<file path="config.mk">
export PLATFORM = sky130hd
export DESIGN_NAME = dmc_update_flat
export DESIGN_NICKNAME = d
export VERILOG_FILES = /design/src/sv/dmc_pkg.sv /design/src/sv/dmc_stream_if.sv /design/src/sv/dmc_update.sv /design/src/flat_wrapper.sv
export SDC_FILE = /design/constraint.sdc
export NUM_CORES = 1
export LEC_CHECK = 0
export ABC_AREA = 1
export BUFFER_PORTS_ARGS = -buffer_cell sky130_fd_sc_hd__buf_2
export CELL_PAD_IN_SITES_DETAIL_PLACEMENT = 0
export CELL_PAD_IN_SITES_GLOBAL_PLACEMENT = 1
export CORE_ASPECT_RATIO = 1.75
export CORE_MARGIN = 8
export CORE_UTILIZATION = 43
export CTS_CLUSTER_SIZE = 8
export DETAILED_ROUTE_END_ITERATION = 7
export GPL_TIMING_DRIVEN = 0
export MAX_ROUTING_LAYER = met4
export PLACE_DENSITY = 0.91
export SLEW_MARGIN = 20
export SYNTH_ARGS = -nofsm -noshare
export SYNTH_HDL_FRONTEND = slang
export SYNTH_SLANG_ARGS = --single-unit
</file>
<file path="constraint.sdc">
create_clock -name clk -period 8.75 [get_ports clk]
set_input_delay 0.875 -clock clk [delete_from_list [all_inputs] [get_ports clk]]
set_output_delay 0.875 -clock clk [all_outputs]
set_load 0.02 [all_outputs]
</file>
<file path="src/sv/dmc_pkg.sv">
`timescale 1ns / 1ps

package dmc_pkg;

    // frame geometry
    localparam int IMG_WIDTH  = 640;
    localparam int IMG_HEIGHT = 480;
    localparam int PIXELS     = IMG_WIDTH * IMG_HEIGHT;
    localparam int ADDR_W     = $clog2(PIXELS);
    localparam int FILL_W     = $clog2(PIXELS + 1);

    // field widths
    localparam int DEPTH_W = 16;
    localparam int OUT_W   = 17;
    localparam int SUM_W   = 40;
    localparam int CFG_W   = 16;
    localparam int CFG_IDX_W = 4;

    localparam logic [ADDR_W-1:0] LAST_ADDR = ADDR_W'(PIXELS - 1);
    localparam logic [SUM_W-1:0]  SUM_MAX   = {SUM_W{1'b1}};

    // register defaults
    localparam logic [CFG_W-1:0] CUT_RESET      = 16'd800;
    localparam logic [CFG_W-1:0] NEAR_RESET     = 16'd500;
    localparam logic [CFG_W-1:0] CHANGE_RESET   = 16'd20;
    localparam logic [CFG_W-1:0] PRESENCE_RESET = 16'd1000;

    typedef enum logic [CFG_IDX_W-1:0] {
        REG_CUT      = 4'd0,
        REG_NEAR     = 4'd1,
        REG_CHANGE   = 4'd2,
        REG_PRESENCE = 4'd3
    } reg_idx_t;

    typedef logic [ADDR_W-1:0] addr_t;

    typedef struct packed {
        logic [DEPTH_W-1:0] depth_mm;
        logic               motion_enable;
        logic               cut_enable;
        logic               pose_enable;
        logic               last_pixel;
    } pixel_in_t;

    typedef struct packed {
        logic signed [OUT_W-1:0] depth_out;
        logic                    motion_mark;
        logic                    frame_end;
        logic [SUM_W-1:0]        depth_sum;
        logic                    pose_request;
    } pixel_out_t;

    // one store entry: previous final depth and motion mark
    typedef struct packed {
        logic signed [OUT_W-1:0] depth;
        logic                    mark;
    } entry_t;

    typedef struct packed {
        logic [CFG_W-1:0] cut_mm;
        logic [CFG_W-1:0] near_limit_mm;
        logic [CFG_W-1:0] change_mm;
        logic [CFG_W-1:0] presence_mm;
    } cfg_t;

    // pixel in the update stage with its store address
    typedef struct packed {
        pixel_in_t pix;
        addr_t     addr;
    } stage_t;

endpackage

</file>
<file path="src/sv/dmc_stream_if.sv">


// result beats
interface dmc_result_if import dmc_pkg::*; ();
    logic       valid;
    logic       ready;
    pixel_out_t data;

    modport source (output valid, output data, input ready);
    modport sink (input valid, input data, output ready);
endinterface

</file>
<file path="src/sv/dmc_update.sv">
`timescale 1ns / 1ps

module dmc_update import dmc_pkg::*;
(
    input  logic          clk,
    input  logic          rst_n,
    input  cfg_t          cfg,
    input  logic          stage_valid,
    input  stage_t        stage,
    input  entry_t        prev,
    output logic          advance,
    output entry_t        wr_entry,
    dmc_result_if.source  result
);

    logic [SUM_W-1:0]        sum_reg;
    logic [SUM_W-1:0]        sum_next;
    logic                    out_valid_reg;
    pixel_out_t              out_reg;
    pixel_out_t              out_next;

    logic signed [OUT_W-1:0] a17;
    logic signed [OUT_W-1:0] near17;
    logic signed [OUT_W:0]   diff;
    logic [OUT_W:0]          abs_diff;
    logic                    move;
    logic                    mark;
    logic                    cut_on;
    logic                    discard;
    logic                    add;
    logic [SUM_W:0]          sum_wide;

    assign advance = stage_valid && (!out_valid_reg || result.ready);

    // motion test against the previous final depth
    always_comb
    begin
        a17      = $signed({1'b0, stage.pix.depth_mm});
        near17   = $signed({1'b0, cfg.near_limit_mm});
        diff     = {a17[OUT_W-1], a17} - {prev.depth[OUT_W-1], prev.depth};
        abs_diff = diff[OUT_W] ? $unsigned(-diff) : $unsigned(diff);
        move     = (stage.pix.depth_mm != '0) && (prev.depth > 17'sd0)
                   && (a17 < near17) && (prev.depth < near17)
                   && (abs_diff > {2'b00, cfg.change_mm});
        mark     = stage.pix.motion_enable ? move : prev.mark;
    end

    // background cut and saturating frame sum
    always_comb
    begin
        cut_on   = stage.pix.cut_enable || stage.pix.pose_enable;
        discard  = cut_on && (stage.pix.depth_mm > cfg.cut_mm);
        add      = cut_on && !discard && (stage.pix.depth_mm != '0);
        sum_wide = {1'b0, sum_reg} + (SUM_W + 1)'(stage.pix.depth_mm);
        if (add)
        begin
            sum_next = sum_wide[SUM_W] ? SUM_MAX : sum_wide[SUM_W-1:0];
        end
        else
        begin
            sum_next = sum_reg;
        end
    end

    // result and write-back entry
    always_comb
    begin
        out_next.depth_out    = discard ? -17'sd1 : a17;
        out_next.motion_mark  = mark;
        out_next.frame_end    = stage.pix.last_pixel;
        out_next.depth_sum    = sum_next;
        out_next.pose_request = stage.pix.last_pixel && stage.pix.pose_enable
                                && (sum_next > SUM_W'(cfg.presence_mm));
        wr_entry.depth        = out_next.depth_out;
        wr_entry.mark         = mark;
    end

    // frame sum, restarts after frame end
    always_ff @(posedge clk or negedge rst_n)
    begin
        if (!rst_n)
        begin
            sum_reg <= '0;
        end
        else if (advance)
        begin
            sum_reg <= stage.pix.last_pixel ? '0 : sum_next;
        end
    end

    // output register
    always_ff @(posedge clk or negedge rst_n)
    begin
        if (!rst_n)
        begin
            out_valid_reg <= 1'b0;
        end
        else if (advance)
        begin
            out_valid_reg <= 1'b1;
        end
        else if (result.ready)
        begin
            out_valid_reg <= 1'b0;
        end
    end

    always_ff @(posedge clk)
    begin
        if (advance)
        begin
            out_reg <= out_next;
        end
    end

    assign result.valid = out_valid_reg;
    assign result.data  = out_reg;

endmodule
</file>
<file path="src/flat_wrapper.sv">
// flat-port wrapper written by rule: the top's interface ports become plain ports
module dmc_update_flat import dmc_pkg::*;
  (clk, rst_n, cfg, stage_valid, stage, prev, advance, wr_entry, result_valid, result_data, result_ready);
  dmc_result_if result_i ();
  input  logic clk;
  input  logic rst_n;
  input  cfg_t cfg;
  input  logic stage_valid;
  input  stage_t stage;
  input  entry_t prev;
  output logic advance;
  output entry_t wr_entry;
  output wire logic [$bits(result_i.valid)-1:0] result_valid;
  output wire logic [$bits(result_i.data)-1:0] result_data;
  input wire logic [$bits(result_i.ready)-1:0] result_ready;
  assign result_valid = result_i.valid;
  assign result_data = result_i.data;
  assign result_i.ready = result_ready;
  dmc_update u_core (.clk(clk), .rst_n(rst_n), .cfg(cfg), .stage_valid(stage_valid), .stage(stage), .prev(prev), .advance(advance), .wr_entry(wr_entry), .result(result_i));
endmodule
</file>
==> run summary <==
The starting density of the core came out at 43.72%. The final net count came out at 1,849. The root buffer cell chosen for the clock tree is sky130_fd_sc_hd__clkbuf_16.

The total area of sequential cells is 2828 sq um. The achievable frequency came out at 168.6 MHz. Buffers inserted during clock tree synthesis total 9. The number of detailed-route iterations in the first pass came out at 5.

For flop-to-flop paths, the worst setup slack is 4.08 ns. STA puts the critical path data required time at 7.88 ns. The portion of the clock cycle consumed by the worst path in the final layout came out at 67.79%. The total congestion overflow came out at 0. The number of antenna diodes in the final layout is 0. The H-tree depth came out at 3. In this run, synthesis inferred 60 flip-flops with an integrated enable. The total routed wirelength came out at 36,030 microns.

The count of state elements after synthesis came out at 101. The final-report max-slew violation count came out at 0. In this run the worst hold path is classified as input pin to async pin. The stage delay of the slowest cell on the critical path came out at 0.41 ns. The number of gates given a new drive strength after cts is 0. The count of input and output buffers is 185.

The fraction of the mapped netlist area in adder cells is 14.43%. The net count of the mapped netlist is 1,652. The type of element launching the critical path is an input pin.

The critical path is of the input pin to output port type. The die width came out at 130.7 microns. Setup repair after global routing left no endpoint under its margin. The largest family of logic cells by synthesized area is simple AND/OR/NAND/NOR gates.

The placement row count is 73. Headroom to the max-slew limit came out at 46.89%. On the final layout, the worst clock skew is 0.008283 ns. The hold buffer count at CTS is 0. The worst-case vdd ir drop is 0.1430 mV.

STA classifies the critical path endpoint as an output port. The time the worst path needs with I/O delays and setup came out at 5.932 ns. The share of synthesized flip-flops with an asynchronous set or reset is 40.59%. The global-route wire length before repair came out at 54,250 microns. The detailed-route vias per instance is 5.148. The summed instance area of the synthesized netlist is 9903 sq um. The run finished with clean final reports. The synthesized area per cell came out at 7.004 sq um. The Yosys step of the flow raised 0 warnings. The count of final setup violators came out at 0. For the pin with the worst max-slew slack, the measured transition is 0.7867 ns. The top flip-flop cell by instance count after synthesis is sky130_fd_sc_hd__edfxtp_1. The maximum count of clock buffers along a single path came out at 2. The count of antenna-violating nets left after detailed routing came out at 0. The number of flip-flops under the largest register name is 60. After detailed routing, the number of remaining DRC violations is 0. The share of the yosys chip area belonging to registers came out at 28.55%. The total count of hold-check failures in the final report came out at 0. In this run the vertical extent of the chip is 216.8 microns.

The power density of the placed cells came out at 158.9 nW/um^2. The clock sink count came out at 101. The total track usage came out at 26.39%. The library cell used most frequently in the layout, excluding fill and tap cells, is sky130_fd_sc_hd__nand2_1. The total setup buffers inserted after CTS is 0. The routed wire length per instance came out at 18.81 microns. The maximum net fanout on the critical path is 5. The number of vias in the routed layout is 9,864. The cell repeated most along the worst path is sky130_fd_sc_hd__nand2_1. At the end of routability-driven placement, the weighted congestion stood at 0.9741. The multiplexer share of the synthesized area came out at 0%.

Summed over all cells, the static leakage comes to 6.272 nW. The number of max-capacitance violations reported came out at 0. The simple-gate share of the synthesized area is 30.41%.

The number of distinct library cell variants in the gate-level netlist after synthesis is 53. The count of filler cells inserted in the layout came out at 2,393. Summed over all failing endpoints, the final setup total negative slack is 0 ns. The compound-cell area share of the yosys netlist is 10.31%. The worst-path cell with the longest stage delay is sky130_fd_sc_hd__fa_1. The half-perimeter wire length of the detailed placement result came out at 30,930 microns. The clock latency reported for the late side of the worst-skew pair came out at 0.38 ns. The relative area change from synthesis to final layout is 16.49%.

Entering global routing, the biggest net connects 43 pins. The clock transition at the register clock pins on the worst setup and hold paths after CTS is 0.08 ns. The count of routing violations after the opening detailed-route iteration came out at 403. For this design the top-level I/O count stands at 205. Cells with a size suffix above 1 make up 19.12% of the layout. The multi-input combinational cells in the finished layout cover a total of 5793 sq um.

The total power of the final layout came out at 0.001833 W. The floorplan step defined a die boundary enclosing 28,330 sq um. The via count of the first global-routing pass is 10.09k. The cell count after synthesis came out at 1,414. The xor/xnor cell area share of the yosys netlist came out at 3.348%. TritonCTS built the clock tree. The number of antenna violations at the first check in global routing came out at 0. The top cell types in the final layout, fill and taps aside, are sky130_fd_sc_hd__nand2_1 (376), sky130_fd_sc_hd__inv_1 (270), sky130_fd_sc_hd__buf_2 (184), sky130_fd_sc_hd__nor2_1 (117), sky130_fd_sc_hd__ha_1 (111).

The worst path arrival time is 5.06 ns. The total area inside the core boundary comes to 22,650 sq um.
## through the flow
| stage | area, sq um | hold WS (ns) | instances | util [%] | setup WS [ns] |
|---|---|---|---|---|---|
| floorplan | 9903 | 0.4731 | 1414 | - | 3.999 |
| global placement | 11200 | 0.4912 | 1899 | 49.46 | 2.589 |
| detailed placement | 11230 | 0.5037 | 1900 | 49.57 | 2.847 |
| CTS | 11530 | 0.5212 | 1916 | 50.92 | 2.827 |
| global route | 11540 | 0.5309 | 1916 | 50.93 | 2.452 |
| finish | 11540 | 0.5047 | 1916 | 50.93 | 2.818 |
## where the power goes
| part | internal, W | total [W] | switching [W] |
|---|---|---|---|
| Sequential | 0.000568 | 0.000596 | 0.0000286 |
| Combinational | 0.000277 | 0.000813 | 0.000536 |
| Clock | 0.000203 | 0.000423 | 0.000220 |
## path summary, 6_finish.rpt
| kind | to | from | cells after the start |
|---|---|---|---|
| min in group clk | u_core.sum_reg[10] | u_core.sum_reg[10] | 2 |
| max in group asynchronous | u_core.sum_reg[2] | rst_n | 1 |
| max | wr_entry[0] | stage[23] | 29 |
| min reg2reg | u_core.sum_reg[10] | u_core.sum_reg[10] | 2 |
| min | u_core.sum_reg[36] | rst_n | 1 |
| max reg2reg | u_core.result.data[0] | u_core.sum_reg[0] | 26 |
## layer usage
metal	GRT usage, %	vias up	part of all wire, %	wire [microns]
met3	3.232	106	3.4	1224
met4	19.08	0	8.0	2884
met1	22.34	4548	33	11730
li1	-	4951	-	-
met5	-	-	0	0
met2	50.63	259	56	20190
## worst max-delay path: cells and delay by family
family	cells	cell delay [ns]
AOI/OAI and AO/OA	4	0.64
buffers and inverters	5	0.61
xor gates and xnor gates	1	0.16
and+or+nand+nor	16	1.81
adders and majority gates	3	0.93
## cells by family (layout without fill, tap and decap cells)
group,Yosys count,in the layout
simple gates,679,679
buf+inv,313,515
compound gates,171,171
fa+ha+maj,113,113
flops,101,101
xor+xnor,37,37
## layout make-up
type / instances / area share [%]
Inverter: 280 / 9.132
Sequential cell: 101 / 24.51
Multi-Input combinational cell: 1000 / 50.22
Tap cell: 300 / 3.254
Buffer: 33 / 2.017
Timing Repair Buffer: 186 / 8.221
Clock buffer: 9 / 1.952
Clock inverter: 7 / 0.6941
## Yosys cell counts (all sizes together), types with 4 or more instances
cell | number | area share, %
buf | 25 | 2.0
nand3b | 5 | 0.38
nand4 | 31 | 2.0
clkbuf | 8 | 0.30
nand2 | 401 | 16
xor2 | 28 | 2.5
a21boi | 4 | 0.34
inv | 278 | 11
o21ai | 53 | 2.8
a21oi | 60 | 3.3
edfxtp | 60 | 18
xnor2 | 9 | 0.87
nand3 | 88 | 5.0
o22ai | 26 | 1.6
dfrtp | 41 | 10
nor3 | 10 | 0.71
o21bai | 6 | 0.49
nor2 | 138 | 6.1
ha | 111 | 14
Note: power is estimated with default switching activity, not from simulation.
